**src/hw/rtl/key_debounce_click_press_detector_unit_defines.svh**
```systemverilog
`ifndef KEY_DEBOUNCE_CLICK_PRESS_DETECTOR_UNIT_DEFINES_SVH
`define KEY_DEBOUNCE_CLICK_PRESS_DETECTOR_UNIT_DEFINES_SVH

// Same-cycle implication, checked outside reset.
`ifndef NO_ASSERTIONS
`define KDCP_ASSERT_NOW(lbl, ante, cons) \
    lbl: assert property (@(posedge i_clk) disable iff (!i_rst_n) (ante) |-> (cons)) \
        else $error("assertion failed");
`else
`define KDCP_ASSERT_NOW(lbl, ante, cons)
`endif

// Next-cycle implication, checked outside reset.
`ifndef NO_ASSERTIONS
`define KDCP_ASSERT_NEXT(lbl, ante, cons) \
    lbl: assert property (@(posedge i_clk) disable iff (!i_rst_n) (ante) |=> (cons)) \
        else $error("assertion failed");
`else
`define KDCP_ASSERT_NEXT(lbl, ante, cons)
`endif

`endif

```
**src/hw/rtl/kdcp_pkg.sv**
```systemverilog
`default_nettype none

package kdcp_pkg;

    localparam int KEY_W      = 24;
    localparam int KEY_BITS   = 24;
    localparam int TIMER_BITS = 16;
    localparam int PERIOD_W   = 16;
    localparam int CFG_IDX_W  = 3;
    localparam int MAX_EVENTS = 3;
    localparam int EV_CNT_W   = 2;

    localparam logic [KEY_W-1:0] KEY_MASK =
        KEY_W'((64'd1 << KEY_BITS) - 64'd1);
    localparam logic [TIMER_BITS-1:0] CNT_MAX = {TIMER_BITS{1'b1}};

    localparam logic [KEY_W-1:0]    IDLE_PATTERN_RST = 24'hFFFFFF;
    localparam logic [PERIOD_W-1:0] PRESS_TICKS_RST  = 16'd100;
    localparam logic [PERIOD_W-1:0] DOUBLE_TICKS_RST = 16'd30;
    localparam logic [PERIOD_W-1:0] REPEAT_TICKS_RST = 16'd10;

    localparam logic [CFG_IDX_W-1:0] REG_IDLE_PATTERN  = 3'd0;
    localparam logic [CFG_IDX_W-1:0] REG_PRESS_TICKS   = 3'd1;
    localparam logic [CFG_IDX_W-1:0] REG_DOUBLE_TICKS  = 3'd2;
    localparam logic [CFG_IDX_W-1:0] REG_REPEAT_TICKS  = 3'd3;
    localparam logic [CFG_IDX_W-1:0] REG_PRESS_ENABLE  = 3'd4;
    localparam logic [CFG_IDX_W-1:0] REG_DOUBLE_ENABLE = 3'd5;
    localparam logic [CFG_IDX_W-1:0] REG_REPEAT_ENABLE = 3'd6;

    typedef enum logic [1:0] {
        EV_UP     = 2'd0,
        EV_DOWN   = 2'd1,
        EV_DOUBLE = 2'd2,
        EV_PUSH   = 2'd3
    } t_event_kind;

    typedef enum logic [1:0] {
        PH_IDLE   = 2'd0,
        PH_WAIT   = 2'd1,
        PH_REPEAT = 2'd2
    } t_press_phase;

    // Saturating tick count and its expiry against a period.
    typedef struct packed {
        logic [TIMER_BITS-1:0] count;
        logic                  expired;
    } t_tick;

    function automatic t_tick tick_count(input logic [TIMER_BITS-1:0] cnt,
                                         input logic [PERIOD_W-1:0]   period);
        t_tick res;
        res.count   = (cnt == CNT_MAX) ? cnt : cnt + TIMER_BITS'(1);
        res.expired = (33'(res.count) >= 33'(period)) || (res.count == CNT_MAX);
        return res;
    endfunction

endpackage

`default_nettype wire

```
**src/hw/rtl/key_debounce_click_press_detector_unit.sv**
```systemverilog
// Channel   Direction  Handshake                   Payload
// in        sink       i_in_valid / o_in_stall     i_raw_keys
// out       source     o_out_valid / i_out_stall   o_event_kind, o_key_mask, o_last_of_tick
// cfg       sink       i_cfg_we                    i_cfg_index, i_cfg_data
//
// One scan tick waits in the input register, where the debounce
// and timer logic works on it; its 0 to 3 events then leave one per cycle
// from the event register while i_out_stall is low.
// A new tick enters every cycle while each tick yields at most one event and the output is not stalled.
// Reset is synchronous and active low; there is no clearing pass.
// The input register waits while the event register still holds more than
// the item about to leave.
`default_nettype none

module key_debounce_click_press_detector_unit (
    input  wire logic                                i_clk,
    input  wire logic                                i_rst_n,
    input  wire logic                                i_in_valid,
    output logic                                     o_in_stall,
    input  wire logic [kdcp_pkg::KEY_W-1:0]          i_raw_keys,
    output logic                                     o_out_valid,
    input  wire logic                                i_out_stall,
    output logic [1:0]                               o_event_kind,
    output logic [kdcp_pkg::KEY_W-1:0]               o_key_mask,
    output logic                                     o_last_of_tick,
    input  wire logic                                i_cfg_we,
    input  wire logic [kdcp_pkg::CFG_IDX_W-1:0]      i_cfg_index,
    input  wire logic [kdcp_pkg::KEY_W-1:0]          i_cfg_data
);

    import kdcp_pkg::*;

`include "key_debounce_click_press_detector_unit_defines.svh"

    // configuration
    logic [PERIOD_W-1:0] r_press_ticks;
    logic [PERIOD_W-1:0] r_double_ticks;
    logic [PERIOD_W-1:0] r_repeat_ticks;
    logic                r_press_en;
    logic                r_double_en;
    logic                r_repeat_en;

    // input register
    logic             r_in_vld;
    logic [KEY_W-1:0] r_in_raw;

    // debounce and timer state
    logic [KEY_W-1:0]      r_raw_hold;
    logic [KEY_W-1:0]      r_acc_now;
    logic                  r_run_taken;
    logic [KEY_W-1:0]      r_chg_mask;
    t_press_phase          r_phase;
    logic [TIMER_BITS-1:0] r_press_cnt;
    logic                  r_dbl_open;
    logic [TIMER_BITS-1:0] r_dbl_cnt;

    // event register
    t_event_kind           r_kind [MAX_EVENTS];
    logic [EV_CNT_W-1:0]   r_left;
    logic [KEY_W-1:0]      r_ev_mask;

    logic fire;
    logic pop;
    logic in_acc;

    logic [KEY_W-1:0] raw;
    logic             hit;
    logic             judge;
    logic [KEY_W-1:0] diff;
    logic             chg;
    logic             is_up;
    logic             is_down;

    logic                  dbl_ev;
    logic                  dbl_new;
    t_tick                 dbl_tick;
    logic                  n_dbl_open;
    logic [TIMER_BITS-1:0] n_dbl_cnt;

    t_press_phase          ph_mid;
    logic [TIMER_BITS-1:0] pc_mid;
    logic                  press_new;
    t_tick                 press_tick;
    t_press_phase          n_phase;
    logic [TIMER_BITS-1:0] n_press_cnt;
    logic                  push_ev;

    t_event_kind           n_kind [MAX_EVENTS];
    logic [EV_CNT_W-1:0]   n_left;

    // handshake
    assign o_out_valid = (r_left != '0);
    assign pop         = o_out_valid && !i_out_stall;
    assign fire        = r_in_vld &&
                         ((r_left == '0) || ((r_left == EV_CNT_W'(1)) && pop));
    assign o_in_stall  = r_in_vld && !fire;
    assign in_acc      = i_in_valid && !o_in_stall;

    assign o_event_kind   = r_kind[0];
    assign o_key_mask     = r_ev_mask;
    assign o_last_of_tick = (r_left == EV_CNT_W'(1));

    // debounce and scan event
    always_comb begin
        raw     = r_in_raw & KEY_MASK;
        hit     = (raw == r_raw_hold);
        judge   = hit && !r_run_taken;
        diff    = (r_acc_now ^ raw) & KEY_MASK;
        chg     = judge && (diff != '0);
        is_up   = chg && ((diff & raw) != '0);
        is_down = chg && !is_up;
    end

    // double window
    always_comb begin
        dbl_ev   = is_down && r_double_en && r_dbl_open;
        dbl_new  = is_down && r_double_en && !r_dbl_open;
        dbl_tick = tick_count(r_dbl_cnt, r_double_ticks);
        n_dbl_open = r_dbl_open;
        n_dbl_cnt  = r_dbl_cnt;
        if (dbl_ev || dbl_new) begin
            n_dbl_open = dbl_new;
            n_dbl_cnt  = '0;
        end else if (r_dbl_open) begin
            // count after the scan event; close on expiry
            if (dbl_tick.expired) begin
                n_dbl_open = 1'b0;
                n_dbl_cnt  = '0;
            end else begin
                n_dbl_cnt = dbl_tick.count;
            end
        end
    end

    // long-press next state
    always_comb begin
        ph_mid    = r_phase;
        pc_mid    = r_press_cnt;
        press_new = 1'b0;
        if (is_up) begin
            ph_mid = PH_IDLE;
            pc_mid = '0;
        end else if (is_down && r_press_en && (r_phase == PH_IDLE)) begin
            ph_mid    = PH_WAIT;
            pc_mid    = '0;
            press_new = 1'b1;
        end
        press_tick = tick_count(pc_mid,
                                (ph_mid == PH_REPEAT) ? r_repeat_ticks : r_press_ticks);
        n_phase     = ph_mid;
        n_press_cnt = pc_mid;
        case (ph_mid)
            PH_IDLE: begin
            end
            PH_WAIT: begin
                if (!press_new) begin
                    if (press_tick.expired) begin
                        n_press_cnt = '0;
                        n_phase     = r_repeat_en ? PH_REPEAT : PH_IDLE;
                    end else begin
                        n_press_cnt = press_tick.count;
                    end
                end
            end
            PH_REPEAT: begin
                n_press_cnt = press_tick.expired ? '0 : press_tick.count;
            end
            default: begin
                n_phase     = PH_IDLE;
                n_press_cnt = '0;
            end
        endcase
    end

    // long-press output
    always_comb begin
        case (ph_mid)
            PH_WAIT:   push_ev = !press_new && press_tick.expired;
            PH_REPEAT: push_ev = press_tick.expired;
            default:   push_ev = 1'b0;
        endcase
    end

    // pack events in order: scan, double, push
    always_comb begin
        n_kind = '{default: EV_UP};
        n_left = '0;
        if (chg) begin
            n_kind[0] = is_up ? EV_UP : EV_DOWN;
            n_left    = EV_CNT_W'(1);
        end
        if (dbl_ev) begin
            n_kind[n_left] = EV_DOUBLE;
            n_left         = n_left + EV_CNT_W'(1);
        end
        if (push_ev) begin
            n_kind[n_left] = EV_PUSH;
            n_left         = n_left + EV_CNT_W'(1);
        end
    end

    always_ff @(posedge i_clk) begin
        if (!i_rst_n) begin
            r_press_ticks  <= PRESS_TICKS_RST;
            r_double_ticks <= DOUBLE_TICKS_RST;
            r_repeat_ticks <= REPEAT_TICKS_RST;
            r_press_en     <= 1'b1;
            r_double_en    <= 1'b1;
            r_repeat_en    <= 1'b0;
            r_in_vld       <= 1'b0;
            r_raw_hold     <= '0;
            r_acc_now      <= IDLE_PATTERN_RST & KEY_MASK;
            r_run_taken    <= 1'b0;
            r_chg_mask     <= '0;
            r_phase        <= PH_IDLE;
            r_press_cnt    <= '0;
            r_dbl_open     <= 1'b0;
            r_dbl_cnt      <= '0;
            r_left         <= '0;
        end else begin
            if (in_acc) begin
                r_in_vld <= 1'b1;
            end else if (fire) begin
                r_in_vld <= 1'b0;
            end

            if (fire) begin
                if (!hit) begin
                    r_raw_hold  <= raw;
                    r_run_taken <= 1'b0;
                end else if (judge) begin
                    r_acc_now   <= raw;
                    r_run_taken <= 1'b1;
                    r_chg_mask  <= diff;
                end
                r_phase     <= n_phase;
                r_press_cnt <= n_press_cnt;
                r_dbl_open  <= n_dbl_open;
                r_dbl_cnt   <= n_dbl_cnt;
                r_left      <= n_left;
            end else if (pop) begin
                r_left <= r_left - EV_CNT_W'(1);
            end

            if (i_cfg_we) begin
                case (i_cfg_index)
                    REG_IDLE_PATTERN:  r_acc_now      <= i_cfg_data & KEY_MASK;
                    REG_PRESS_TICKS:   r_press_ticks  <= i_cfg_data[PERIOD_W-1:0];
                    REG_DOUBLE_TICKS:  r_double_ticks <= i_cfg_data[PERIOD_W-1:0];
                    REG_REPEAT_TICKS:  r_repeat_ticks <= i_cfg_data[PERIOD_W-1:0];
                    REG_PRESS_ENABLE:  r_press_en     <= i_cfg_data[0];
                    REG_DOUBLE_ENABLE: r_double_en    <= i_cfg_data[0];
                    REG_REPEAT_ENABLE: r_repeat_en    <= i_cfg_data[0];
                    default: begin
                    end
                endcase
            end
        end
    end

    // event payload
    always_ff @(posedge i_clk) begin
        if (in_acc) begin
            r_in_raw <= i_raw_keys;
        end
        if (fire) begin
            r_kind    <= n_kind;
            r_ev_mask <= judge ? diff : r_chg_mask;
        end else if (pop) begin
            // advance to the next item of the tick
            r_kind[0] <= r_kind[1];
            r_kind[1] <= r_kind[2];
        end
    end

    `KDCP_ASSERT_NEXT(a_in_held, r_in_vld && !fire, r_in_vld && $stable(r_in_raw))
    `KDCP_ASSERT_NEXT(a_double_closes, fire && dbl_ev, !r_dbl_open && (r_dbl_cnt == '0))
    `KDCP_ASSERT_NEXT(a_drain_keeps, pop && (r_left > EV_CNT_W'(1)), o_out_valid)
    `KDCP_ASSERT_NOW(a_push_from_timer, fire && push_ev, (ph_mid == PH_WAIT) || (ph_mid == PH_REPEAT))

endmodule

`default_nettype wire
```
**config.mk**
```make
export PLATFORM = sky130hd
export DESIGN_NAME = key_debounce_click_press_detector_unit
export DESIGN_NICKNAME = d
export VERILOG_FILES = /design/src/hw/rtl/kdcp_pkg.sv /design/src/hw/rtl/key_debounce_click_press_detector_unit.sv
export VERILOG_INCLUDE_DIRS = /design/src /design/src/hw/rtl
export SDC_FILE = /design/constraint.sdc
export NUM_CORES = 1
export LEC_CHECK = 0
export BUFFER_PORTS_ARGS = -buffer_cell sky130_fd_sc_hd__buf_2
export CAP_MARGIN = 20
export CORE_ASPECT_RATIO = 0.7
export CORE_MARGIN = 2
export CORE_UTILIZATION = 45
export DETAILED_ROUTE_END_ITERATION = 8
export GPL_TIMING_DRIVEN = 0
export HOLD_SLACK_MARGIN = 0.02
export PLACE_DENSITY = 0.73
export SLEW_MARGIN = 0
export SYNTH_ARGS = -nofsm -noshare
export SYNTH_HDL_FRONTEND = slang
export SYNTH_SLANG_ARGS = --single-unit
```
**constraint.sdc**
```tcl
create_clock -name i_clk -period 6.75 [get_ports i_clk]
set_input_delay 0.675 -clock i_clk [delete_from_list [all_inputs] [get_ports i_clk]]
set_output_delay 0.675 -clock i_clk [all_outputs]
set_load 0.01 [all_outputs]
```
[Yosys cells after proc, flatten, opt, wreduce, memory -nomap -nowiden]
Index checks and enable logic that the tools add are counted.
Cells by class
  $add $sub $neg: 5
  $mul: 0
  divide/modulo/power cells: 0
  $lt $le $gt $ge: 6
  equality and inequality tests: 15
  shift operators: 0
  multiplexer cells: 48
  bitwise logic cells: 9
  reductions and logical operators: 49
Operator list (number)
  16-bit 2-to-1 mux: 10
  24-bit 2-to-1 mux: 6
  16-bit equality test (second input constant): 4
  16-bit one-hot mux with 3 select lines: 1
  24-bit nonzero test: 2
  16-bit by 1-bit adder with 16-bit output (second input constant): 2
  16-bit greater-or-equal comparator: 2
  24-bit bitwise AND: 1
  24-bit equality test: 1
  24-bit bitwise XOR: 1
  2-bit 2-to-1 mux: 11
  2-bit AND reduction: 10
  1-bit logical AND: 17
  1-bit 2-to-1 mux: 12
  6-bit 2-to-1 mux: 2
  3-bit equality test (second input constant): 3
  2-bit demux with 2-bit select: 2
  4-bit 2-to-1 mux: 2
  2-bit nonzero test: 4
  1-bit zero test: 7
  3-bit by 2-bit equality test with 1-bit output (second input constant): 2
  3-bit greater-or-equal comparator (second input constant): 2
  2-bit zero test: 3
  3-bit by 1-bit less-than comparator with 1-bit output (second input constant): 2
  other kinds (17): 23
Word-level totals
  register bits after elaboration: 216
  bits in latches: 0
  memory bits (writable): 0
  bits in read-only memories: 0
  input bits: 56
  memories kept: 0

[Longest topological paths before layout]
  word-level depth: 18
  mapped depth: 26
  depth with buffers taken out: 25

[Least setup slack after synthesis]
No wires, ideal clock.
  path type: reg-to-reg
  from: register r_in_raw[3]
  to: register r_press_cnt[10]
  data arrival time: 5.356 ns
  required time: 6.676 ns
  slack: 1.319 ns
  cell stages (with the launch flop): 23
  clock period less this slack: 5.431 ns
  path through: edfxtp_1 -> ha_1 -> nand4_1 -> nor4_1 -> a21oi_1 -> nand3_1 -> inv_1 -> a31oi_1 -> nor2_1 -> inv_1 -> ha_1 -> clkbuf_1 -> clkbuf_1 -> mux2i_1 -> ha_1 -> a21o_1 -> a211oi_1 -> nand3_1 -> a31o_2 -> a221oi_1 -> nand4_1 -> or3_1 -> o21ai_0
On the way
  word-level cells in the longest chain between the ends: 17
  elaborated cells on any way between the ends: 31
  classes of those cells: add/sub: 1; order compare: 1; eq/ne: 5; mux: 11; bitwise: 2; reduce/logical: 11
Ends and longest elaborated chain
  start, declared: RTL line key_debounce_click_press_detector_unit.sv:45  | logic [KEY_W-1:0] r_in_raw;
  start signal, assigned: RTL line key_debounce_click_press_detector_unit.sv:264  | r_in_raw <= i_raw_keys;
  24-bit bitwise XOR or 24-bit equality test (tied branches): RTL line key_debounce_click_press_detector_unit.sv:108, key_debounce_click_press_detector_unit.sv:106
  24-bit bitwise AND, or another cell as far along: RTL line key_debounce_click_press_detector_unit.sv:110  | is_up = chg && ((diff & raw) != '0);
  24-bit nonzero test or 1-bit logical AND (tied branches): RTL line key_debounce_click_press_detector_unit.sv:110, key_debounce_click_press_detector_unit.sv:109
  1-bit logical AND: RTL line key_debounce_click_press_detector_unit.sv:110
  1-bit zero test: RTL line key_debounce_click_press_detector_unit.sv:111  | is_down = chg && !is_up;
  1-bit logical AND: RTL line key_debounce_click_press_detector_unit.sv:111
  1-bit logical AND (2 in a row): RTL line key_debounce_click_press_detector_unit.sv:143  | end else if (is_down && r_press_en && (r_phase == PH_IDLE)) begin
  16-bit 2-to-1 mux or 2-bit 2-to-1 mux (tied branches): RTL line key_debounce_click_press_detector_unit.sv:143
  16-bit 2-to-1 mux or 2-bit 2-to-1 mux (tied branches): RTL line key_debounce_click_press_detector_unit.sv:140  | if (is_up) begin
  16-bit by 1-bit adder with 16-bit output, or another cell as far along: RTL line kdcp_pkg.sv:52  | res.count = (cnt == CNT_MAX) ? cnt : cnt + TIMER_BITS'(1);
  16-bit 2-to-1 mux (on tied branches): RTL line kdcp_pkg.sv:52, key_debounce_click_press_detector_unit.sv:149
  16-bit greater-or-equal comparator or 16-bit equality test (tied branches): RTL line kdcp_pkg.sv:53  | res.expired = (33'(res.count) >= 33'(period)) || (res.count == CNT_MAX);
  1-bit logical OR: RTL line kdcp_pkg.sv:53
  16-bit 2-to-1 mux: RTL line key_debounce_click_press_detector_unit.sv:157, key_debounce_click_press_detector_unit.sv:166
  16-bit 2-to-1 mux: RTL line key_debounce_click_press_detector_unit.sv:156  | if (!press_new) begin
  16-bit one-hot mux with 3 select lines *: RTL line key_debounce_click_press_detector_unit.sv:152  | case (ph_mid)
  end signal, assigned: RTL line key_debounce_click_press_detector_unit.sv:237  | r_press_cnt <= n_press_cnt;
  end, declared: RTL line key_debounce_click_press_detector_unit.sv:53  | logic [TIMER_BITS-1:0] r_press_cnt;
Every way passes the cells marked *; elsewhere a longest branch is shown, timed or not.
A chain may end at the register's enable or synchronous reset.

[Worst setup path in the final report]
  from: register r_in_raw[8]
  to: register r_press_cnt[3]
Same word-level chain as after synthesis.

==> results.sh <==
export IMPL_cts_clk_slew_worst_paths_ns=0.07
export IMPL_min_delay_start="i_raw_keys[0]"
export IMPL_postSynthCellCount=1273
export IMPL_timing_rr_start="r_in_raw[8]"
export IMPL_die_h_microns=136
export IMPL_final_layout_size_suffix_gt1_frac=0.109
export IMPL_gp_congestion=0.893
export IMPL_report_final_slew_viol_count=0
export IMPL_number_of_global_route_vias_before_repair=8572
export IMPL_critical_path_arrival_ns=6.77
export IMPL_firstDrtPassIters=6
export IMPL_cap_viol_max_count=0
export IMPL_grt_ovfl_total=0
export IMPL_synth_adder_area_share=0.0764
export IMPL_effective_utilization_at_floorplan=0.454
export IMPL_max_clock_path_buffers=3
export IMPL_hold_violations=0
export IMPL_synth_simple_area_share=0.218
export IMPL_dpl_hpwl_microns=23100
export IMPL_most_common_layout_cells="246 x sky130_fd_sc_hd__nand2_1, 162 x sky130_fd_sc_hd__dfxtp_1, 92 x sky130_fd_sc_hd__nor2_1"
export IMPL_grt_max_degree=35
export IMPL_finalClockSkew_ns=0.0181
export IMPL_dr_first_iter_drc_count=983
export IMPL_core_region_area_sq_um=24500
export IMPL_power_density_nw_per_um2=229
export IMPL_io_buffers=84
export IMPL_grt_first_pass_wirelength_microns=47600
export IMPL_maxSlewHeadroom=0.414
export IMPL_h_tree_levels=1
export IMPL_main_combinational_cell_family_by_area_after_synthesis="simple AND/OR/NAND/NOR gates"
export IMPL_end_kind="flip-flop"
export IMPL_vias=9596
export IMPL_min_period_over_period=0.941
export IMPL_timing_setup_tns_ns=0
export IMPL_timing_critical_path_from_type="flip-flop"
export IMPL_io_pins=85
export IMPL_fillers=2286
export IMPL_worst_min_delay_path_class="input pin to flip-flop"
export IMPL_synth_ff_type="sky130_fd_sc_hd__dfxtp_1"
export IMPL_dieWidth_microns=192
export IMPL_total_power_mw=2.92
export IMPL_synth_ff_latch_count=215
export IMPL_postSynth_asyncResetShare=0
export IMPL_regArea_sq_um=4830
export IMPL_insertedDiodeCount=0
export IMPL_synth_yosys_warnings=0
export IMPL_finalCriticalPeriod_ns=6.35
export IMPL_cts_repair_timing_setup_buffer_count=0
export IMPL_setup_viols_final=0
export IMPL_critical_path_required_ns=7.17
export IMPL_ir_drop_mv=0.186
export IMPL_synth_lib_cells_used_distinct=59
export IMPL_max_slew_worst_pin_slew_ns=0.872
export IMPL_drt_total_wl_microns=30700
export IMPL_global_route_usage_total=0.235
export IMPL_run_status="finished, final reports clean"
export IMPL_grt_antenna_before_repair=0
export IMPL_post_synth_xor_area_fraction=0.0338
export IMPL_post_synth_instance_area_sq_um=11100
export IMPL_wl_per_cell_microns=17.8
export IMPL_full_die_area_sq_um=26000
export IMPL_r2r_slack_ns=0.40
export IMPL_post_synth_mux_area_share=0.0473
export IMPL_worst_setup_path_type="flip-flop to flip-flop"
export IMPL_synth_largest_type_area_fraction=0.291
export IMPL_synth_edf_count=53
export IMPL_core_rowCount=48
export IMPL_clkSinkCount=215
export IMPL_timing_critical_path_from="r_in_raw[8]"
export IMPL_synthToLayoutAreaGrowth_pct=14.6
export IMPL_route_detailed_drc=0
export IMPL_top_cells_by_area_in_the_synthesized_netlist="sky130_fd_sc_hd__dfxtp_1 29%, sky130_fd_sc_hd__edfxtp_1 14%, sky130_fd_sc_hd__nand2_1 8.3%"
export IMPL_final_common_cell="sky130_fd_sc_hd__nand2_1"
export IMPL_synthDominantAreaCellType="sky130_fd_sc_hd__dfxtp_1"
export IMPL_cts_tree="built"
export IMPL_synth_compound_area_frac=0.143
export IMPL_multiInputGateArea_sq_um=5820
export IMPL_design_final_nets=1505
export IMPL_sequential_area_share_after_synthesis=0.434
export IMPL_holdWs_ns=0.332
export IMPL_synth_avg_cell_area_sq_um=8.75
export IMPL_via_density_per_instance=5.57
export IMPL_clock_tree_root_buffer_cell="sky130_fd_sc_hd__clkbuf_16"
export IMPL_route_antenna_remaining_nets=0
export IMPL_timing_critical_path_fanout_max=10
export IMPL_power_static_leakage_nw=5.48
export IMPL_syn_nets=1397
export IMPL_cts_buffers=22
export IMPL_clock_latency_ns=0.51
export IMPL_max_freq_ghz=0.157
-- area by class of cell --
type,count,area share
Timing Repair Buffer,85,0.0341
Tap cell,325,0.0319
Sequential cell,215,0.379
Inverter,68,0.0200
Multi-Input combinational cell,923,0.457
Clock inverter,11,0.00785
Clock buffer,29,0.0493
Buffer,66,0.0210
-- timing repair --
action | 4_1_cts | 5_1_grt
gates resized for setup | 4 | 5
pin swaps | 0 | 1
hold buffers | 0 | 0
endpoints found under the hold margin | 0 | 0
endpoints found under the setup margin | 20 | 18
-- logic make-up (layout without fill, tap and decap cells) --
kind of cell,after synthesis,count (layout)
XOR/XNOR,43,43
flip-flops,215,215
multiplexers,52,52
adder cells (fa/ha/maj),68,68
AO/OA/AOI/OAI,238,238
buffers and inverters,135,259
AND/OR/NAND/NOR,522,522
-- cells in the mapped netlist (2+ instances only) --
master and instances:
sky130_fd_sc_hd__o2111ai_1 3, sky130_fd_sc_hd__nand2b_1 9, sky130_fd_sc_hd__o211ai_1 7, sky130_fd_sc_hd__a31o_2 2
sky130_fd_sc_hd__o21ai_0 54, sky130_fd_sc_hd__dfxtp_1 162, sky130_fd_sc_hd__a211oi_1 5, sky130_fd_sc_hd__nand2_1 246
sky130_fd_sc_hd__ha_1 68, sky130_fd_sc_hd__nor3_1 12, sky130_fd_sc_hd__o31ai_1 3, sky130_fd_sc_hd__clkbuf_1 59
sky130_fd_sc_hd__mux2i_1 47, sky130_fd_sc_hd__or3_1 2, sky130_fd_sc_hd__and2_1 11, sky130_fd_sc_hd__a21boi_0 65
sky130_fd_sc_hd__nor2b_1 31, sky130_fd_sc_hd__edfxtp_1 53, sky130_fd_sc_hd__a22o_1 7, sky130_fd_sc_hd__nand3_1 26
sky130_fd_sc_hd__a32o_1 9, sky130_fd_sc_hd__buf_2 4, sky130_fd_sc_hd__a221oi_1 2, sky130_fd_sc_hd__nor4_1 14
sky130_fd_sc_hd__o21a_1 5, sky130_fd_sc_hd__a21oi_1 51, sky130_fd_sc_hd__xor2_1 36, sky130_fd_sc_hd__mux2_2 5
sky130_fd_sc_hd__and3_1 37, sky130_fd_sc_hd__buf_4 3, sky130_fd_sc_hd__nor2_1 93, sky130_fd_sc_hd__a31oi_1 7
sky130_fd_sc_hd__nand4_1 21, sky130_fd_sc_hd__and4_1 10, sky130_fd_sc_hd__a21o_1 7, sky130_fd_sc_hd__xnor2_1 7
sky130_fd_sc_hd__inv_1 67, sky130_fd_sc_hd__nand4b_1 2
-- per-stage QoR --
step | worst slack (ns) | cells | cell area (sq um) | util
floorplan | 1.32 | 1273 | 11100 | -
global route | -0.0358 | 1722 | 12800 | 0.520
finish | 0.399 | 1722 | 12800 | 0.520
detailed placement | -0.430 | 1683 | 12000 | 0.489
global placement | -0.462 | 1682 | 12000 | 0.488
CTS | 0.180 | 1723 | 12700 | 0.519
-- final timing paths --
check | end | cells past startpoint
min reg2reg | r_press_ticks[0] | 2
max | r_press_cnt[3] | 24
max reg2reg | r_press_cnt[3] | 24
min | r_in_raw[0] | 1
-- metal layers --
layer	vias up	share of wire	track usage
met5	-	0	0
li1	4606	-	-
met4	0	0.014	0.0382
met3	30	0.10	0.0479
met1	4529	0.50	0.379
met2	431	0.38	0.320
-- registers in the layout (all words and copies together), names as in the netlist, 2 cells and up --
name and flops:
o_event_kind 2, o_key_mask 24, r_acc_now 24, r_chg_mask 24
r_dbl_cnt 16, r_double_ticks 16, r_in_raw 24, r_kind 3
r_left 2, r_phase 2, r_press_cnt 16, r_press_ticks 16
r_raw_hold 24, r_repeat_ticks 16
-- where the power goes --
group	total, mW	internal (mW)	switching, mW
sequential	1.41	1.37	0.0366
clock	1.24	0.702	0.534
combinational	0.278	0.106	0.172
-- worst max-delay path, cell delays in order, from the launching register on --
cell,delay [ns]
sky130_fd_sc_hd__edfxtp_1,0.49
sky130_fd_sc_hd__ha_1,0.48
sky130_fd_sc_hd__nand4_1,0.12
sky130_fd_sc_hd__nor4_1,0.33
sky130_fd_sc_hd__a21oi_2,0.17
sky130_fd_sc_hd__nand3_2,0.26
sky130_fd_sc_hd__inv_1,0.19
sky130_fd_sc_hd__nand2_1,0.18
sky130_fd_sc_hd__and2_1,0.15
sky130_fd_sc_hd__ha_1,0.28
sky130_fd_sc_hd__and3_1,0.29
sky130_fd_sc_hd__nand4_1,0.16
sky130_fd_sc_hd__buf_2,0.23
sky130_fd_sc_hd__xor2_1,0.15
sky130_fd_sc_hd__nor2_1,0.23
sky130_fd_sc_hd__ha_1,0.28
sky130_fd_sc_hd__nand2b_1,0.14
sky130_fd_sc_hd__a21o_1,0.17
sky130_fd_sc_hd__a21oi_1,0.13
sky130_fd_sc_hd__o21ai_0,0.12
sky130_fd_sc_hd__a31o_2,0.30
sky130_fd_sc_hd__a221oi_4,0.42
sky130_fd_sc_hd__nand4_1,0.29
sky130_fd_sc_hd__or3_4,0.49
sky130_fd_sc_hd__o21ai_0,0.19
Note: power is estimated with default switching activity, not from simulation.
